<file path="src/rtl/crs_pkg.sv">
// ----------------------------------------------------------------------------
// Contained rectangle suppression package
// Shared rectangle types, the cell link type, the controller states and the
// containment test used by every cell of the chain.
// ----------------------------------------------------------------------------
package crs_pkg;

  localparam int unsigned COORD_W = 12;
  localparam int unsigned SPAN_W  = 13;
  // Right or bottom edge: coordinate plus span, no wrap.
  localparam int unsigned EDGE_W  = 14;

  typedef struct packed {
    logic [SPAN_W-1:0]  span_y;
    logic [SPAN_W-1:0]  span_x;
    logic [COORD_W-1:0] top;
    logic [COORD_W-1:0] left;
  } rect_t;

  // What one cell hands to its neighbor.
  typedef struct packed {
    rect_t rect;
    logic  valid;
    logic  covered;
  } link_t;

  typedef enum logic {
    ST_LOAD,
    ST_EMIT
  } state_t;

  // True when rectangle a lies inside rectangle b.
  function automatic logic rect_inside(rect_t a, rect_t b);
    logic [EDGE_W-1:0] a_right;
    logic [EDGE_W-1:0] a_bottom;
    logic [EDGE_W-1:0] b_right;
    logic [EDGE_W-1:0] b_bottom;
    a_right  = EDGE_W'(a.left) + EDGE_W'(a.span_x);
    a_bottom = EDGE_W'(a.top)  + EDGE_W'(a.span_y);
    b_right  = EDGE_W'(b.left) + EDGE_W'(b.span_x);
    b_bottom = EDGE_W'(b.top)  + EDGE_W'(b.span_y);
    return (a.left >= b.left) && (a.top >= b.top) &&
           (a_right <= b_right) && (a_bottom <= b_bottom);
  endfunction

endpackage

</file>
<file path="src/rtl/crs_cell.sv">
// ----------------------------------------------------------------------------
// Contained rectangle suppression cell
// Holds one rectangle and its covered flag, compares it against the rectangle
// being loaded, and shifts its contents to the next cell on command.
// ----------------------------------------------------------------------------
module crs_cell
  import crs_pkg::*;
(
  input  logic  clk,
  input  logic  rst_n,
  input  logic  shift_en,
  input  logic  cmp_en,
  input  rect_t new_rect,
  input  link_t link_in,
  output link_t link_out,
  output logic  new_in_me
);

  rect_t rect_r;
  logic  valid_r;
  logic  covered_r;
  logic  differs;
  logic  me_in_new;

  // Compare the stored rectangle with the one arriving. Identical copies
  // never cover each other.
  assign differs   = (rect_r != new_rect);
  assign me_in_new = valid_r && differs && rect_inside(rect_r, new_rect);
  assign new_in_me = valid_r && differs && rect_inside(new_rect, rect_r);

  // The flag passed on already includes the hit from the arriving rectangle.
  assign link_out.rect    = rect_r;
  assign link_out.valid   = valid_r;
  assign link_out.covered = covered_r || (cmp_en && me_in_new);

  // Control bits of the cell.
  always_ff @(posedge clk) begin
    if (!rst_n) begin
      valid_r   <= 1'b0;
      covered_r <= 1'b0;
    end else if (shift_en) begin
      valid_r   <= link_in.valid;
      covered_r <= link_in.covered;
    end
  end

  // Stored rectangle.
  always_ff @(posedge clk) begin
    if (shift_en) begin
      rect_r <= link_in.rect;
    end
  end

endmodule

</file>
<file path="config.mk">
export PLATFORM = sky130hd
export DESIGN_NAME = crs_cell
export DESIGN_NICKNAME = d
export VERILOG_FILES = /design/src/rtl/crs_pkg.sv /design/src/rtl/crs_cell.sv
export SDC_FILE = /design/constraint.sdc
export NUM_CORES = 1
export LEC_CHECK = 0
export BUFFER_PORTS_ARGS = -buffer_cell sky130_fd_sc_hd__buf_2
export CAP_MARGIN = 20
export CORE_UTILIZATION = 48
export CTS_BUF_LIST = sky130_fd_sc_hd__clkbuf_16
export DETAILED_ROUTE_END_ITERATION = 10
export PLACE_DENSITY = 0.78
export SETUP_SLACK_MARGIN = 0.1
export SLEW_MARGIN = 20
export SYNTH_ARGS = -nofsm -noshare
export SYNTH_HDL_FRONTEND = slang
export SYNTH_SLANG_ARGS = --single-unit
export TNS_END_PERCENT = 10
</file>
<file path="constraint.sdc">
create_clock -name clk -period 2.8 [get_ports clk]
set_input_delay 0 -clock clk [delete_from_list [all_inputs] [get_ports clk]]
set_output_delay 0 -clock clk [all_outputs]
set_load 0.03 [all_outputs]
</file>
==> impl_metrics.ini <==
[critical_path]
timing.rr.end = covered_r
regToRegSetupSlack_ns = 1.63
reg2regPathDepth = 3
arrival_ns = 3.89
r2r_start = covered_r
worstSetupEndpointType = output pin
cp.required_ns = 2.80
cp-start-kind = flop
timing_worst_setup_path_type = flop to output pin
critPathMaxFanout = 3

[finish]
n_antenna_cell = 0
mostFrequentLayoutCell = buf_4
final_cells = 1092
syn2layout_area_growth_pct = 56.07
nNetsFinal = 1161
fill_cells = 737
drive_gt1_frac = 0.3739
ff_latch_area_mm2 = 0.001541
multi_input_area_mm2 = 0.003704
mostFrequentLayoutCells = buf_4 (167), buf_2 (155), ha_1 (98)
fin_util = 0.7688

[clock_network]
cts.sinks = 52
clock_latency_ns = 0.29
path_clk_slew_ns = 0.07
root_buffer = clkbuf_16
cts_tree = yes
numCtsBuffers = 5
clk_path_buf_depth = 2
h-tree-depth = 2

[synthesis]
async_flop_share = 0
synth.top_cell.area_share = 0.2812
synth_flop_cell = edfxtp_1
synth_largest_area_cell = edfxtp_1
ys_warn_count = 0
synth_fp_nets = 781
ys_ff_latch = 52
syn_inst = 571
yosysUniqueCellTypes = 53
synth-seq-area-share = 0.2887
syn_area_per_cell_um2 = 9.352
synth_enable_flop_cells = 50
synthTopCellsByArea = edfxtp_1 (28%), ha_1 (23%), xor2_1 (5.9%)
synth_area_mm2 = 0.005340

[sta]
worst_pin_slew_ns = 0.6627
rsz0062_at_grt = true
finClkSkew_ns = 0
fin_ws_ns = -1.090
drv_slew = 0
clock.fmax_mhz = 257.1
final.period_utilization = 1.389
finalSetupViolCount = 2
finalHoldViolCount = 0
relSlewSlack = 0.5582
post-route-min-period_ns = 3.890

[grt]
antenna_found_initial = 0
grt-ovfl-total = 0
grt_pass1_wl_um = 28170
grt_pass1_vias = 6288
grt_max_degree = 53
grt_use_total = 0.3169

[floorplan]
rows = 38
fp.coreArea_mm2 = 0.01084
die_area_mm2 = 0.01155
start_util = 0.4926
die_x_um = 107.5
io_pins = 159
die_h_um = 107.5

[place]
gp_congestion = 0.9941
dp.cells = 1024
portBuffers = 158
post-dp-hpwl_um = 14260

[detailed_routing]
drt_wl_total_um = 18090
drc = 0
dr.pass1.iters = 5
via_per_inst = 5.492
drt_iter0_drc = 226
drtAntennaViolNets = 0
wl_per_cell_um = 16.56
via_count = 5997

[status]
status = complete, but fails checks
violations = setup timing

[hold_path]
min_to = link_out[24]
holdPathStages = 1
min_from = shift_en
hold_path_class = input port to flop

[power]
clockPowerShare = 0.160
swShare = 0.3845
peakVddDrop_v = 0.0003445
leakagePower_nw = 4.083
seqPwrFrac = 0.267
p_switching_mw = 1.394
p_comb_frac = 0.573
internal_power_mw = 2.232
power_density_mw_per_mm2 = 435.2

[job]
maxCapViolCount = 0
## registers in the layout, summed over array words and instances, names as in the netlist
register and flops:
link_out 50, covered_r 1, valid_r 1
## power by group through the flow
stage	combinational (mW)	clock [mW]	sequential (mW)
2_1_floorplan	0.968	0	1.11
3_3_place_gp	1.81	0	0.980
3_5_place_dp	1.87	0	0.984
4_1_cts	1.97	0.586	0.967
5_1_grt	2.27	0.612	0.974
6_report	2.08	0.581	0.969
## cell type report
cell class | count | share of cell area
timing repair buffer | 376 | 0.3085
multi-input combinational | 461 | 0.4444
sequential | 52 | 0.1850
tap | 140 | 0.02102
inverter | 55 | 0.02477
clock buffer | 5 | 0.01501
clock inverter | 3 | 0.001351
## worst max path at each step
| stage | from | to | slack (ns) | cells after the start |
|---|---|---|---|---|
| after global routing | link_out[2] | link_out[0] | -1.24 | 19 |
| after CTS | link_out[2] | new_in_me | -0.99 | 17 |
| after detailed placement | link_out[2] | new_in_me | -0.73 | 17 |
| final | link_out[2] | link_out[0] | -1.09 | 19 |
| after floorplan | link_out[26] | new_in_me | -0.55 | 16 |
| after global placement | link_out[26] | new_in_me | -0.64 | 17 |
## worst max-delay path, stage by stage (launching register included)
cell	delay, ns
edfxtp_1	0.38
ha_2	0.21
inv_2	0.04
fa_2	0.35
nor2b_2	0.13
o21ai_2	0.08
a211o_1	0.27
o211ai_1	0.17
buf_4	0.17
buf_4	0.10
a21oi_2	0.05
a211oi_2	0.15
ha_1	0.20
nand4_1	0.18
o21ai_4	0.24
o41ai_4	0.10
nand2_2	0.09
o311ai_4	0.11
o41ai_4	0.35
buf_4	0.22
## per-layer routing
layer,up-vias,wire (um),global-route usage
li1,2882,-,-
met1,2815,6682,0.3302
met2,240,9619,0.6175
met3,60,995,0.03874
met4,0,787,0.1595
met5,-,0,0
## stage by stage
stage	setup TNS (ns)	setup slack, ns	hold WS (ns)	area [um2]	power, mW
floorplan	-1.076	-0.5502	0.09887	5376	2.073
global placement	-1.221	-0.6353	0.1768	7513	2.785
detailed placement	-1.452	-0.7298	0.1781	7513	2.851
CTS	-1.968	-0.9906	0.4109	8238	3.526
global route	-2.444	-1.237	0.3027	8334	3.854
finish	-2.121	-1.090	0.2757	8334	3.627
## synth_stat cells, types with 2 or more instances
library cell,n
mux2i_1,2
o31a_1,2
o311ai_1,2
a211oi_1,6
and3_1,3
edfxtp_1,50
a2111o_1,2
o21bai_1,3
o41ai_1,2
or3_1,2
nor2b_1,16
nor2_1,34
dfxtp_1,2
a21oi_1,56
nor3_1,20
o31ai_1,7
ha_1,100
xnor2_1,24
fa_1,4
and2_1,3
nor4_1,10
xor2_1,36
nand2_1,22
nand4_1,13
clkbuf_1,2
a21o_1,8
or2_2,3
nand2b_1,6
a21boi_0,2
o21ai_0,14
inv_1,55
a2111oi_0,3
o211ai_1,6
o21a_1,8
nand3_1,16
o21ai_1,10
## what timing repair did
| action | CTS | global route |
|---|---|---|
| setup buffers | 4 | 3 |
| hold endpoints to repair | 52 | 0 |
| hold buffers | 53 | 0 |
| endpoints found under the setup margin | 2 | 2 |
| pin swaps | 9 | 14 |
| gates resized for setup | 10 | 12 |
## cell families after synthesis
kind of cell | synth area share
AO/OA/AOI/OAI | 0.1750
adder cells (fa/ha/maj) | 0.2493
AND/OR/NAND/NOR | 0.1434
multiplexers | 0.003749
buffers and inverters | 0.04147
flip-flops | 0.2887
XOR/XNOR | 0.09841
Power figures use the tool's default switching activity.
